<file path="src/rtl/ttpm_pkg.sv">
// Shared types, register codes and helpers for the three-timer module.
package ttpm_pkg;

   // Item kinds on the request channel
   typedef enum logic [2:0] {
      KIND_READ   = 3'd0,
      KIND_WRITE  = 3'd1,
      KIND_TICK   = 3'd2,
      KIND_PULSE1 = 3'd3,
      KIND_PULSE2 = 3'd4
   } ttpm_kind_type;

   // Register offsets with a fixed meaning
   localparam logic [2:0] OFS_CTRL13  = 3'd0;
   localparam logic [2:0] OFS_CTRL2   = 3'd1;
   localparam logic [2:0] OFS_STATUS  = 3'd1;

   // Control and status bit masks
   localparam logic [7:0]  IRQ_ENABLE_MASK = 8'h40;
   localparam logic [7:0]  IRQ_FLAG_MASK   = 8'h80;
   localparam logic [7:0]  MODE_MASK       = 8'h38;
   localparam logic [7:0]  HOLD_LOAD_MASK  = 8'h10;
   localparam logic [15:0] COUNT_ALL_ONES  = 16'hFFFF;
   localparam int          NUM_TIMERS      = 3;

   // One accepted request
   typedef struct packed {
      logic [2:0] kind;
      logic [2:0] offset;
      logic [7:0] write_data;
   } ttpm_item_type;

   // One result
   typedef struct packed {
      logic [7:0] read_data;
      logic       irq;
      logic [2:0] done;
   } ttpm_result_type;

   // Composite interrupt: bit 7 set when any flag 0..2 meets its enable
   function automatic logic [7:0] ttpm_irq_update(input logic [7:0] status,
                                                  input logic [2:0] enables);
      logic [7:0] result;
      result    = status;
      result[7] = |(status[2:0] & enables);
      return result;
   endfunction

endpackage

</file>
<file path="src/rtl/ttpm_if.sv">
// Valid/ready channel interfaces for requests and results.
interface ttpm_req_if;
   logic       valid;
   logic       ready;
   logic [2:0] kind;
   logic [2:0] offset;
   logic [7:0] write_data;

   modport source (output valid, output kind, output offset, output write_data,
                   input ready);
   modport sink   (input valid, input kind, input offset, input write_data,
                   output ready);
endinterface

interface ttpm_rsp_if;
   logic       valid;
   logic       ready;
   logic [7:0] read_data;
   logic       irq;
   logic       timer1_done;
   logic       timer2_done;
   logic       timer3_done;

   modport source (output valid, output read_data, output irq, output timer1_done,
                   output timer2_done, output timer3_done, input ready);
   modport sink   (input valid, input read_data, input irq, input timer1_done,
                   input timer2_done, input timer3_done, output ready);
endinterface

</file>
<file path="src/rtl/three_timer_programmable_module_core.sv">
// Three-timer module top level: request register, timer core, result register.
//
// Usage:
//   req_bus carries one item per transfer: kind (read, write, internal tick,
//   timer 1 or timer 2 external pulse), register offset and write byte.
//   rsp_bus returns exactly one result per item, in order: the read byte
//   (zero for non-reads and offset 0), the interrupt flag after the item,
//   and one done bit per timer that timed out on this item.
//   Each item passes through the request register; the timer update then
//   loads its result into the result register, which drives rsp_bus.
//   Throughput is one item per cycle while the receiver keeps taking results;
//   the timer state update between the request and result registers is a
//   single pass, so a tick or bus access can be taken every clock.
//   When the receiver stalls, the result register holds its item and the
//   request register can still take one more item; after that req ready
//   drops until the result is taken.
//   Synchronous reset empties both registers, loads latches and counters
//   with all ones, control 1 with 1, and clears the other registers.
module three_timer_programmable_module_core
   import ttpm_pkg::*;
(
   input  logic      clock,
   input  logic      reset,
   ttpm_req_if.sink  req_bus,
   ttpm_rsp_if.source rsp_bus
);

   logic            in_valid_ff, in_valid_in;
   ttpm_item_type   item_ff, item_in;
   logic            out_valid_ff, out_valid_in;
   ttpm_result_type result_ff, result_in;
   ttpm_result_type core_result;
   logic            advance;
   logic            req_xfer;

   // Pipeline flow control
   assign advance       = in_valid_ff && (!out_valid_ff || rsp_bus.ready);
   assign req_bus.ready = !in_valid_ff || advance;
   assign req_xfer      = req_bus.valid && req_bus.ready;

   always_comb begin
      in_valid_in  = in_valid_ff;
      item_in      = item_ff;
      out_valid_in = out_valid_ff;
      result_in    = result_ff;
      if (req_xfer) begin
         in_valid_in = 1'b1;
         item_in     = '{kind: req_bus.kind, offset: req_bus.offset,
                         write_data: req_bus.write_data};
      end else if (advance) begin
         in_valid_in = 1'b0;
      end
      if (advance) begin
         out_valid_in = 1'b1;
         result_in    = core_result;
      end else if (rsp_bus.ready) begin
         out_valid_in = 1'b0;
      end
   end

   ttpm_core u_core (
      .clock  (clock),
      .reset  (reset),
      .exec   (advance),
      .item   (item_ff),
      .result (core_result)
   );

   // Request and result registers
   always_ff @(posedge clock) begin
      if (reset) begin
         in_valid_ff  <= 1'b0;
         out_valid_ff <= 1'b0;
      end else begin
         in_valid_ff  <= in_valid_in;
         out_valid_ff <= out_valid_in;
      end
      item_ff   <= item_in;
      result_ff <= result_in;
   end

   assign rsp_bus.valid       = out_valid_ff;
   assign rsp_bus.read_data   = result_ff.read_data;
   assign rsp_bus.irq         = result_ff.irq;
   assign rsp_bus.timer1_done = result_ff.done[0];
   assign rsp_bus.timer2_done = result_ff.done[1];
   assign rsp_bus.timer3_done = result_ff.done[2];

endmodule

</file>
<file path="src/rtl/ttpm_core.sv">
// Timer state registers and the single-pass update for one item.
module ttpm_core
   import ttpm_pkg::*;
(
   input  logic            clock,
   input  logic            reset,
   input  logic            exec,
   input  ttpm_item_type   item,
   output ttpm_result_type result
);

   logic [15:0] latch_ff [NUM_TIMERS];
   logic [15:0] latch_in [NUM_TIMERS];
   logic [15:0] count_ff [NUM_TIMERS];
   logic [15:0] count_in [NUM_TIMERS];
   logic [7:0]  ctrl_ff  [NUM_TIMERS];
   logic [7:0]  ctrl_in  [NUM_TIMERS];
   logic [7:0]  status_ff, status_in;
   logic [7:0]  seen_ff, seen_in;
   logic [7:0]  msb_buf_ff, msb_buf_in;
   logic [2:0]  div_ff, div_in;

   logic [7:0]  rd_data;
   logic [2:0]  done;
   logic [1:0]  tsel;
   logic [1:0]  psel;
   logic        run;
   logic        step;

   // Next-state logic for the item being executed
   always_comb begin
      latch_in   = latch_ff;
      count_in   = count_ff;
      ctrl_in    = ctrl_ff;
      status_in  = status_ff;
      seen_in    = seen_ff;
      msb_buf_in = msb_buf_ff;
      div_in     = div_ff;
      rd_data    = '0;
      done       = '0;
      run        = 1'b0;
      step       = 1'b0;
      psel       = 2'd0;
      // offsets 2..7 map to timers 0..2
      tsel       = item.offset[2:1] - 2'd1;

      if (exec) begin
         case (ttpm_kind_type'(item.kind))
            KIND_READ: begin
               if (item.offset == OFS_CTRL13) begin
                  rd_data = '0;
               end else if (item.offset == OFS_STATUS) begin
                  seen_in = status_ff;
                  rd_data = status_ff;
               end else if (!item.offset[0]) begin
                  // MSB read after status read acknowledges the flag
                  if (seen_ff[tsel]) begin
                     status_in[tsel] = 1'b0;
                     status_in = ttpm_irq_update(status_in,
                        {ctrl_ff[2][6], ctrl_ff[1][6], ctrl_ff[0][6]});
                  end
                  seen_in[tsel] = 1'b0;
                  rd_data = latch_ff[tsel][15:8];
               end else begin
                  rd_data = latch_ff[tsel][7:0];
               end
            end
            KIND_WRITE: begin
               if (item.offset == OFS_CTRL13) begin
                  if (ctrl_ff[1][0]) begin
                     ctrl_in[0] = item.write_data;
                  end else begin
                     ctrl_in[2] = item.write_data;
                  end
                  status_in = ttpm_irq_update(status_in,
                     {ctrl_in[2][6], ctrl_in[1][6], ctrl_in[0][6]});
                  if (ctrl_ff[1][0] && item.write_data[0]) begin
                     status_in = '0;
                  end
               end else if (item.offset == OFS_CTRL2) begin
                  ctrl_in[1] = item.write_data;
                  status_in = ttpm_irq_update(status_in,
                     {ctrl_in[2][6], ctrl_in[1][6], ctrl_in[0][6]});
               end else if (!item.offset[0]) begin
                  msb_buf_in = item.write_data;
               end else begin
                  latch_in[tsel] = {msb_buf_ff, item.write_data};
                  if ((ctrl_ff[tsel] & HOLD_LOAD_MASK) == '0) begin
                     count_in[tsel] = {msb_buf_ff, item.write_data};
                  end
                  status_in[tsel] = 1'b0;
                  status_in = ttpm_irq_update(status_in,
                     {ctrl_ff[2][6], ctrl_ff[1][6], ctrl_ff[0][6]});
               end
            end
            KIND_TICK: begin
               if (!ctrl_ff[0][0]) begin
                  for (int i = 0; i < NUM_TIMERS; i++) begin
                     if (ctrl_ff[i][1] && !ctrl_ff[i][3]) begin
                        step = 1'b1;
                        // timeout: flag and reload; timer 3 counts on
                        if (count_ff[i] == '0) begin
                           done[i]      = 1'b1;
                           status_in[i] = 1'b1;
                           if ((ctrl_ff[i] & IRQ_ENABLE_MASK) != '0) begin
                              status_in[7] = 1'b1;
                           end
                           count_in[i] = latch_ff[i];
                           step        = (i == NUM_TIMERS - 1);
                        end
                        // timer 3 optional divide by 8
                        if (step && (i == NUM_TIMERS - 1) && ctrl_ff[i][0]) begin
                           div_in = div_ff + 3'd1;
                           step   = (div_in == '0);
                        end
                        if (step) begin
                           count_in[i] = count_in[i] - 16'd1;
                        end
                     end
                  end
               end
            end
            KIND_PULSE1, KIND_PULSE2: begin
               if (ttpm_kind_type'(item.kind) == KIND_PULSE1) begin
                  psel = 2'd0;
                  run  = !(ctrl_ff[0][0] && ctrl_ff[0][1]);
               end else begin
                  psel = 2'd1;
                  run  = !ctrl_ff[0][0] && !ctrl_ff[1][1];
               end
               // external count stops at zero
               if (run && count_ff[psel] != '0) begin
                  count_in[psel] = count_ff[psel] - 16'd1;
                  if (count_in[psel] == '0) begin
                     done[psel]      = 1'b1;
                     status_in[psel] = 1'b1;
                     if ((ctrl_ff[psel] & IRQ_ENABLE_MASK) != '0) begin
                        status_in[7] = 1'b1;
                        seen_in      = seen_ff & ~status_in;
                     end
                     if (psel == 2'd0 || (ctrl_ff[1] & MODE_MASK) == '0) begin
                        count_in[psel] = latch_ff[psel];
                     end
                  end
               end
            end
            default: begin
               rd_data = '0;
            end
         endcase
      end
   end

   assign result.read_data = rd_data;
   assign result.irq       = status_in[7];
   assign result.done      = done;

   // State registers
   always_ff @(posedge clock) begin
      if (reset) begin
         // control 1 starts with bit 0 set, the others clear
         for (int i = 0; i < NUM_TIMERS; i++) begin
            latch_ff[i] <= COUNT_ALL_ONES;
            count_ff[i] <= COUNT_ALL_ONES;
            ctrl_ff[i]  <= (i == 0) ? 8'h01 : 8'h00;
         end
         status_ff  <= '0;
         seen_ff    <= '0;
         msb_buf_ff <= '0;
         div_ff     <= '0;
      end else begin
         latch_ff   <= latch_in;
         count_ff   <= count_in;
         ctrl_ff    <= ctrl_in;
         status_ff  <= status_in;
         seen_ff    <= seen_in;
         msb_buf_ff <= msb_buf_in;
         div_ff     <= div_in;
      end
   end

endmodule

</file>
<file path="src/flat_wrapper.sv">
// flat-port wrapper written by rule: the top's interface ports become plain ports
module three_timer_programmable_module_core_flat import ttpm_pkg::*;
  (clock, reset, req_bus_valid, req_bus_kind, req_bus_offset, req_bus_write_data, req_bus_ready, rsp_bus_valid, rsp_bus_read_data, rsp_bus_irq, rsp_bus_timer1_done, rsp_bus_timer2_done, rsp_bus_timer3_done, rsp_bus_ready);
  ttpm_req_if req_bus_i ();
  ttpm_rsp_if rsp_bus_i ();
  input  logic clock;
  input  logic reset;
  input wire logic [$bits(req_bus_i.valid)-1:0] req_bus_valid;
  input wire logic [$bits(req_bus_i.kind)-1:0] req_bus_kind;
  input wire logic [$bits(req_bus_i.offset)-1:0] req_bus_offset;
  input wire logic [$bits(req_bus_i.write_data)-1:0] req_bus_write_data;
  output wire logic [$bits(req_bus_i.ready)-1:0] req_bus_ready;
  output wire logic [$bits(rsp_bus_i.valid)-1:0] rsp_bus_valid;
  output wire logic [$bits(rsp_bus_i.read_data)-1:0] rsp_bus_read_data;
  output wire logic [$bits(rsp_bus_i.irq)-1:0] rsp_bus_irq;
  output wire logic [$bits(rsp_bus_i.timer1_done)-1:0] rsp_bus_timer1_done;
  output wire logic [$bits(rsp_bus_i.timer2_done)-1:0] rsp_bus_timer2_done;
  output wire logic [$bits(rsp_bus_i.timer3_done)-1:0] rsp_bus_timer3_done;
  input wire logic [$bits(rsp_bus_i.ready)-1:0] rsp_bus_ready;
  assign req_bus_i.valid = req_bus_valid;
  assign req_bus_i.kind = req_bus_kind;
  assign req_bus_i.offset = req_bus_offset;
  assign req_bus_i.write_data = req_bus_write_data;
  assign req_bus_ready = req_bus_i.ready;
  assign rsp_bus_valid = rsp_bus_i.valid;
  assign rsp_bus_read_data = rsp_bus_i.read_data;
  assign rsp_bus_irq = rsp_bus_i.irq;
  assign rsp_bus_timer1_done = rsp_bus_i.timer1_done;
  assign rsp_bus_timer2_done = rsp_bus_i.timer2_done;
  assign rsp_bus_timer3_done = rsp_bus_i.timer3_done;
  assign rsp_bus_i.ready = rsp_bus_ready;
  three_timer_programmable_module_core u_core (.clock(clock), .reset(reset), .req_bus(req_bus_i), .rsp_bus(rsp_bus_i));
endmodule
</file>
<file path="config.mk">
export PLATFORM = sky130hd
export DESIGN_NAME = three_timer_programmable_module_core_flat
export DESIGN_NICKNAME = d
export VERILOG_FILES = /design/src/rtl/ttpm_pkg.sv /design/src/rtl/ttpm_if.sv /design/src/rtl/three_timer_programmable_module_core.sv /design/src/rtl/ttpm_core.sv /design/src/flat_wrapper.sv
export SDC_FILE = /design/constraint.sdc
export NUM_CORES = 1
export LEC_CHECK = 0
export BUFFER_PORTS_ARGS = -buffer_cell sky130_fd_sc_hd__buf_2
export CAP_MARGIN = 20
export CORE_ASPECT_RATIO = 0.7
export CORE_MARGIN = 4
export CORE_UTILIZATION = 25
export CTS_CLUSTER_DIAMETER = 40
export DETAILED_ROUTE_END_ITERATION = 10
export PLACE_DENSITY_LB_ADDON = 0.1
export SYNTH_ARGS = -nofsm -noshare
export SYNTH_HDL_FRONTEND = slang
export SYNTH_SLANG_ARGS = --single-unit
</file>
<file path="constraint.sdc">
create_clock -name clock -period 6.55 [get_ports clock]
set_clock_uncertainty 0.1 [all_clocks]
set_input_delay 1.6375 -clock clock [delete_from_list [all_inputs] [get_ports clock]]
set_output_delay 1.6375 -clock clock [all_outputs]
set_load 0.05 [all_outputs]
</file>
Word-level counts from Yosys, hierarchy flattened

Index checks and enable logic that the tools add are counted.

Bits in latches: 0
Flip-flop bits (word level): 175
Memories: 0
Output and inout port bits: 14
RAM bits: 0
Bits in read-only memories: 0

Div/mod/pow operators: 0
Reductions and logical operators: 63
Shifts and indexed selects: 0
Order comparisons: 9
Equality and inequality tests: 29
Mux-type cells: 152
$mul: 0
Bitwise logic cells: 16
Add/sub/neg operators: 6

Operators by type and width:

| operator                                            | number |
|---|---|
| two-way mux 16 bit                                  | 31 |
| two-way mux 48 bit                                  | 8 |
| two-way mux 8 bit                                   | 27 |
| bitwise mux 48 bit                                  | 4 |
| one-hot mux 48 bit (3 select lines)                 | 1 |
| binary-select mux 16 bit (select 2 bit)             | 4 |
| demux 16 bit (select 2 bit)                         | 2 |
| logical NOT 16 bit                                  | 4 |
| subtractor 16 x 1 -> 16 bit (second input constant) | 4 |
| two-way mux 1 bit                                   | 54 |
| AND reduction 14 bit                                | 3 |
| != test 2 bit (second input constant)               | 17 |
| binary-select mux 8 bit (select 2 bit)              | 2 |
| AND reduction 9 bit                                 | 3 |
| AND 8 bit                                           | 2 |
| logical NOT 8 bit                                   | 2 |
| one-hot mux 8 bit (2 select lines)                  | 1 |
| nonzero test 16 bit                                 | 1 |
| logical AND 1 bit                                   | 15 |
| AND reduction 5 bit                                 | 3 |
| two-way mux 7 bit                                   | 2 |
| two-way mux 3 bit                                   | 4 |
| one-hot mux 3 bit (4 select lines)                  | 1 |
| one-hot mux 4 bit (3 select lines)                  | 1 |
| other kinds (40)                                    | 79 |

Longest topological paths before layout

Depth after elaboration: 18
Depth in mapped cells: 21
Mapped depth without buffers: 12

Cells and area by module

A second synthesis with hierarchy kept.

Cells, all modules: 1395
Area total of the unflattened synthesis: 10759.1 um^2

By module, submodules not included:

| module                               | area an instance (um^2) | times used | cells an instance |
|---|---|---|---|
| ttpm_core                            | 9874.5                  | 1          | 1359 |
| three_timer_programmable_module_core | 884.6                   | 1          | 36 |

Worst setup path before layout

Ideal clock, no wire load.

Kind: register -> register
From: register u_core.item_ff[11] (netlist name)
To: register u_core.u_core.seen_ff[1]
Library setup time: 0.131 ns
Data required time: 6.319 ns
Path buffers: 9
Path slack: 1.119 ns
Arrival: 5.199 ns
Period minus slack after synthesis: 5.431 ns
Stages on the path, launching flop included: 21
Cells stage by stage: edfxtp_1 > buf_2 > and3b_1 > clkbuf_1 > buf_2 > buf_1 > clkbuf_1 > clkbuf_1 > buf_1 > mux2i_1 > ha_1 > buf_2 > or4b_4 > or3_4 > o22a_4 > buf_6 > xnor2_2 > o2111ai_4 > o31a_1 > o311ai_1 > o41ai_1

Cells in the longest elaborated chain, start to end: 16
Elaborated cells on any way between the ends: 49
Those cells by class: add/sub: 1; order compare: 4; eq/ne: 7; mux: 24; bitwise: 4; reduce/logical: 9

RTL lines:

| what                                                                                 | RTL line                                   | text |
|---|---|---|
| start: declaration                                                                   | three_timer_programmable_module_core.sv:29 | `ttpm_item_type item_ff, item_in;` |
| start signal: assignment                                                             | three_timer_programmable_module_core.sv:78 | `item_ff <= item_in;` |
| equality test 3 x 2 -> 1 bit                                                         | ttpm_core.sv:48, ttpm_core.sv:124          |  |
| two-way mux 1 bit                                                                    | ttpm_core.sv:124                           | `if (ttpm_kind_type'(item.kind) == KIND_PULSE1) begin` |
| two-way mux 2 bit                                                                    | ttpm_core.sv:48                            | `case (ttpm_kind_type'(item.kind))` |
| two-way mux 2 bit                                                                    | ttpm_core.sv:47                            | `if (exec) begin` |
| inverter 2 -> 3 bit (not written as such)                                            | n/a                                        |  |
| binary-select mux 16 bit (select 2 bit) (tied with other cells)                      | ttpm_core.sv:132, ttpm_core.sv:133         |  |
| two-way mux 16 bit (not written as such) / logical AND 1 bit (equally long branches) | ttpm_core.sv:132, ttpm_core.sv:133         |  |
| two-way mux 16 bit, on equally long branches                                         | ttpm_core.sv:132, ttpm_core.sv:133         |  |
| subtractor 16 x 1 -> 16 bit / demux 16 bit (select 2 bit) (equally long branches)    | ttpm_core.sv:133                           | `count_in[psel] = count_ff[psel] - 16'd1;` |
| bitwise mux 48 bit                                                                   | ttpm_core.sv:133                           |  |
| binary-select mux 16 bit (select 2 bit)                                              | ttpm_core.sv:134                           | `if (count_in[psel] == '0) begin` |
| two-way mux 16 bit (not written as such) (2 in a row)                                | ttpm_core.sv:134                           |  |
| logical NOT 16 bit                                                                   | ttpm_core.sv:134                           |  |
| != test 2 bit (no source line)                                                       | n/a                                        |  |
| AND reduction 7 bit (no source line)                                                 | n/a                                        |  |
| end signal: assignment                                                               | ttpm_core.sv:176                           | `seen_ff <= seen_in;` |
| end: declaration                                                                     | ttpm_core.sv:19                            | `logic [7:0] seen_ff, seen_in;` |

Parallel ways exist; a longest one is shown, timed or not. The select of a mux whose other input is x is not followed.
A chain may end at the register's enable or synchronous reset.

Worst setup path in the final report

From: register u_core.item_ff[9] (netlist name)
To: register u_core.u_core.count_ff[15] (netlist name)

Cells in the longest elaborated chain, start to end: 12
Elaborated cells on any way between the ends: 23
Those cells by class: add/sub: 1; order compare: 2; eq/ne: 4; mux: 11; bitwise: 1; reduce/logical: 4

RTL lines:

| what                                                                                                    | RTL line                         | text |
|---|---|---|
| subtractor 2 x 1 -> 2 bit                                                                               | ttpm_core.sv:45                  | `tsel = item.offset[2:1] - 2'd1;` |
| inverter 2 -> 3 bit (not written as such)                                                               | ttpm_core.sv:88, ttpm_core.sv:89 |  |
| >= comparator 3 bit (not written as such) / less-than comparator 3 x 1 -> 1 bit (equally long branches) | ttpm_core.sv:89                  | `count_in[tsel] = {msb_buf_ff, item.write_data};` |
| logical AND 1 bit (not written as such)                                                                 | ttpm_core.sv:89                  |  |
| two-way mux 16 bit (not written as such)                                                                | ttpm_core.sv:89                  |  |
| demux 16 bit (select 2 bit)                                                                             | ttpm_core.sv:89                  |  |
| bitwise mux 48 bit                                                                                      | ttpm_core.sv:89                  |  |
| two-way mux 48 bit                                                                                      | ttpm_core.sv:88                  | `if ((ctrl_ff[tsel] & HOLD_LOAD_MASK) == '0) begin` |
| two-way mux 48 bit                                                                                      | ttpm_core.sv:84                  | `end else if (!item.offset[0]) begin` |
| two-way mux 48 bit                                                                                      | ttpm_core.sv:80                  | `end else if (item.offset == OFS_CTRL2) begin` |
| two-way mux 48 bit                                                                                      | ttpm_core.sv:69                  | `if (item.offset == OFS_CTRL13) begin` |
| one-hot mux 48 bit (3 select lines)                                                                     | ttpm_core.sv:48                  |  |
| end signal: assignment                                                                                  | ttpm_core.sv:173                 | `count_ff <= count_in;` |
| end: declaration                                                                                        | ttpm_core.sv:14                  | `logic [15:0] count_ff [NUM_TIMERS];` |

Parallel ways exist; a longest one is shown, timed or not. The select of a mux whose other input is x is not followed.

==> summary.txt <==
STA
  – Fmax: 190 MHz
  – Setup TNS Final: 0 ps
  – Max-slew violations: 0
  – Slew headroom: 31.6%
  – Final Critical Period: 5270 ps
  – Setup ws final: 1280 ps
  – Final Hold Fails: 0
  – RSZ-0062 raised after global routing: false
  – Final setup viols: 0
  – Fin crit share: 80.5%
  – Slew @ Worst Pin: 1020 ps

Clocking
  – Hold Buf Count CTS: 0
  – PostCTS Resize Cnt: 0
  – CTS max path bufs: 2
  – Root Driver: clkbuf_16
  – # Post-CTS Setup Buffers: 0
  – TritonCTS clock tree: yes
  – Clock Sinks: 163
  – Worst-path clk slew: 80 ps
  – TritonCTS Buffers: 17
  – Clock Latency Late Sink: 460 ps
  – H-tree depth: 4

Yosys
  – Mapped Area: 10600 um2
  – Fraction of registers with async set/reset: 0%
  – Post-Syn Instances: 1342
  – Xor/xnor share of the synthesized area: 2.39%
  – Simple-gate portion of the synthesized area: 26.6%
  – Syn. warnings: 0
  – Fraction of the yosys area taken by sequential cells: 33.3%
  – Synth Area per Inst: 7.88 um2
  – Largest family of logic cells by synthesized area: simple AND/OR/NAND/NOR gates
  – Post-synthesis register bit count: 163
  – Top_reg_cell synth: dfxtp_1
  – Mux contribution to synthesized area: 7.45%
  – Synth cell types: 90
  – Synth Area in Compound Gates: 24.0%
  – Post-synthesis net count: 1370
  – Synth Area in Adders: 1.18%
  – Number of synthesized flops with an enable pin: 26

Final layout
  – Fin nets: 1328
  – Syn-to-layout area delta: 10.7%
  – Fin cells: 1857
  – Diodes inserted: 0
  – Share of layout cells above drive strength 1: 10.5%

Route
  – Vias: 10700
  – Drt drc: 0
  – Remaining antenna violation count after routing: 0
  – First-pass iteration count of the detailed router: 5
  – Wirelength per Cell: 25.3 um
  – Drt first-iter violations: 995
  – Post-Route WL: 47.0 mm
  – Vias per cell: 5.76

Die
  – Die H: 180 um
  – Core area: 41300 um2
  – Initial Util: 25.6%
  – Die area: 45700 um2
  – IO Count: 32
  – Die Wd: 254 um
  – Core Rows: 62

Critical path
  – Setup CP Type: reg2reg
  – CP Launch Type: flop
  – Critical Path Fanout Max: 16
  – CP Data Required Time: 6790 ps
  – Number of cells on the worst reg-to-reg path: 10
  – Arr. time, crit path: 5510 ps
  – Reg2Reg Setup Slack: 1280 ps
  – Reg2Reg Capture Point: u_core.u_core.count_ff[15]
  – Worst reg2reg startpoint: u_core.item_ff[9]
  – CP Capture Type: flop

Place
  – # port buffers: 31
  – Placed insts: 1825
  – Placer congestion estimate: 0.844
  – DP HPWL: 33.4 mm
  – Pre-CTS WS: 1420 ps

Run
  – Max Cap Viol: 0

GRT
  – Remaining Overflow, GRT: 0
  – Overall global routing resource usage: 20.2%
  – Largest net degree at the start of global routing: 63
  – Vias in the first global route: 9838
  – Initial antenna violation count: 1
  – First-pass GRT wire length: 69.4 mm

Pwr
  – Lkg Pwr: 0.00411 uW
  – Tot Pwr: 2320 uW
  – Internal power: 1610 uW
  – Flop pwr share: 46.6%
  – Net load switching power: 713 uW
  – Peak supply drop: 0.175 mV
  – Power per cell area: 198 nW/um2
  – Combinational share of power: 9.5%
  – Switching part of the total power: 30.7%
  – Clock power frac: 44.0%

Hold path
  – WHS Endpoint: u_core.u_core.status_ff[4]
  – Start point of the worst min-delay path: u_core.u_core.status_ff[4]
  – Worst hold path depth: 1
  – Min-delay worst type: reg2reg

Run status
  – Run status: completed
-- critical path: stages, from the launching register on --
cell and delay [ps]:
edfxtp_1 680, clkinv_1 410, ha_1 1000, mux2i_1 260
mux2i_1 110, o21ai_0 340, o211ai_1 380, nor3_1 750
nand2_1 590, a221oi_1 410, o21ai_0 120
-- final cells by class --
cell class	instances	area, um2
Fill cell	4467	29600
Tap cell	544	681
Clock inverter	15	149
Sequential cell	163	3520
Inverter	19	71.3
Multi-Input combinational cell	1044	6520
Clock buffer	17	425
Timing Repair Buffer	55	333
-- cells by family (layout without fill, tap and decap cells) --
| group | Yosys count | after routing |
|---|---|---|
| simple gates | 573 | 573 |
| xor+xnor | 28 | 28 |
| mux | 66 | 66 |
| fa+ha+maj | 10 | 10 |
| flops | 163 | 163 |
| compound gates | 367 | 367 |
| buf+inv | 135 | 106 |
-- through the flow --
step | cell area, um2 | hold slack, ps | utilization, %
after floorplan | 10600 | 331 | -
after global placement | 11100 | 348 | 26.9
after detailed placement | 11100 | 355 | 26.9
after CTS | 11700 | 375 | 28.3
after global routing | 11700 | 397 | 28.3
final | 11700 | 369 | 28.3
-- worst max-delay path by stage --
stage | startpoint | to
final | u_core.item_ff[9] | u_core.u_core.count_ff[15]
after global routing | u_core.item_ff[9] | u_core.u_core.count_ff[15]
after CTS | u_core.item_ff[9] | u_core.u_core.count_ff[15]
after detailed placement | u_core.item_ff[9] | u_core.u_core.count_ff[15]
after global placement | u_core.item_ff[9] | u_core.u_core.count_ff[15]
after floorplan | u_core.item_ff[11] | u_core.u_core.seen_ff[1]
-- Yosys cell counts, drive strengths merged (26+ instances only) --
cell type / number / area (um2)
nor2: 122 / 465
o21ai: 78 / 394
nand2: 187 / 702
nor3: 51 / 260
dfxtp: 137 / 2740
edfxtp: 26 / 781
mux2i: 46 / 460
a221oi: 27 / 236
nand3: 74 / 370
a21oi: 82 / 410
buf: 27 / 133
clkbuf: 89 / 337
-- routing by layer --
layer	up-vias	track usage, %	part of all wire, %
met5	-	0	0
met4	0	5.46	2.1
met3	41	3.64	7.0
met2	425	26.7	39
met1	5308	32.8	52
li1	4919	-	-
-- state kept, by name (all words and copies together) (netlist names) --
| name | cells |
|---|---|
| u_core.item_ff | 14 |
| u_core.u_core.count_ff | 48 |
| u_core.u_core.status_ff | 8 |
| u_core.in_valid_ff | 1 |
| u_core.rsp_bus.timer3_done | 1 |
| u_core.u_core.ctrl_ff | 16 |
| u_core.rsp_bus.irq | 1 |
| u_core.rsp_bus.timer1_done | 1 |
| u_core.u_core.seen_ff | 4 |
| u_core.u_core.div_ff | 3 |
| u_core.rsp_bus.valid | 1 |
| u_core.u_core.msb_buf_ff | 8 |
| u_core.u_core.latch_ff | 48 |
| u_core.rsp_bus.read_data | 8 |
| u_core.rsp_bus.timer2_done | 1 |
-- power groups by stage --
stage,registers (uW),logic [uW],clock network [uW]
global route,1080,236,1090
global placement,1100,219,0
finish,1080,220,1020
detailed placement,1100,217,0
CTS,1080,218,1050
floorplan,1080,148,0
-- placed cells by master, fill, tap and decap left out, types with 8 or more instances in the layout --
| master | count |
|---|---|
| a211oi_1 | 17 |
| o21ai_0 | 69 |
| o32ai_1 | 8 |
| xnor2_1 | 15 |
| buf_2 | 32 |
| ha_1 | 10 |
| or4_1 | 8 |
| nor3_1 | 49 |
| a221oi_1 | 27 |
| mux4_2 | 9 |
| a22oi_1 | 15 |
| xor2_1 | 12 |
| nor2b_1 | 16 |
| nand2_1 | 187 |
| inv_1 | 17 |
| and2_1 | 19 |
| mux2i_1 | 46 |
| a31oi_1 | 24 |
| clkbuf_16 | 17 |
| edfxtp_1 | 26 |
| nor2_1 | 119 |
| buf_4 | 23 |
| nand3_1 | 74 |
| or3_1 | 18 |
| o31ai_1 | 12 |
| o21ai_1 | 8 |
| mux2_2 | 11 |
| nor4_1 | 18 |
| nand4_1 | 11 |
| a21oi_1 | 82 |
| o211ai_1 | 18 |
| a2111oi_0 | 9 |
| dfxtp_1 | 137 |
(Power assumes the default switching activity.)
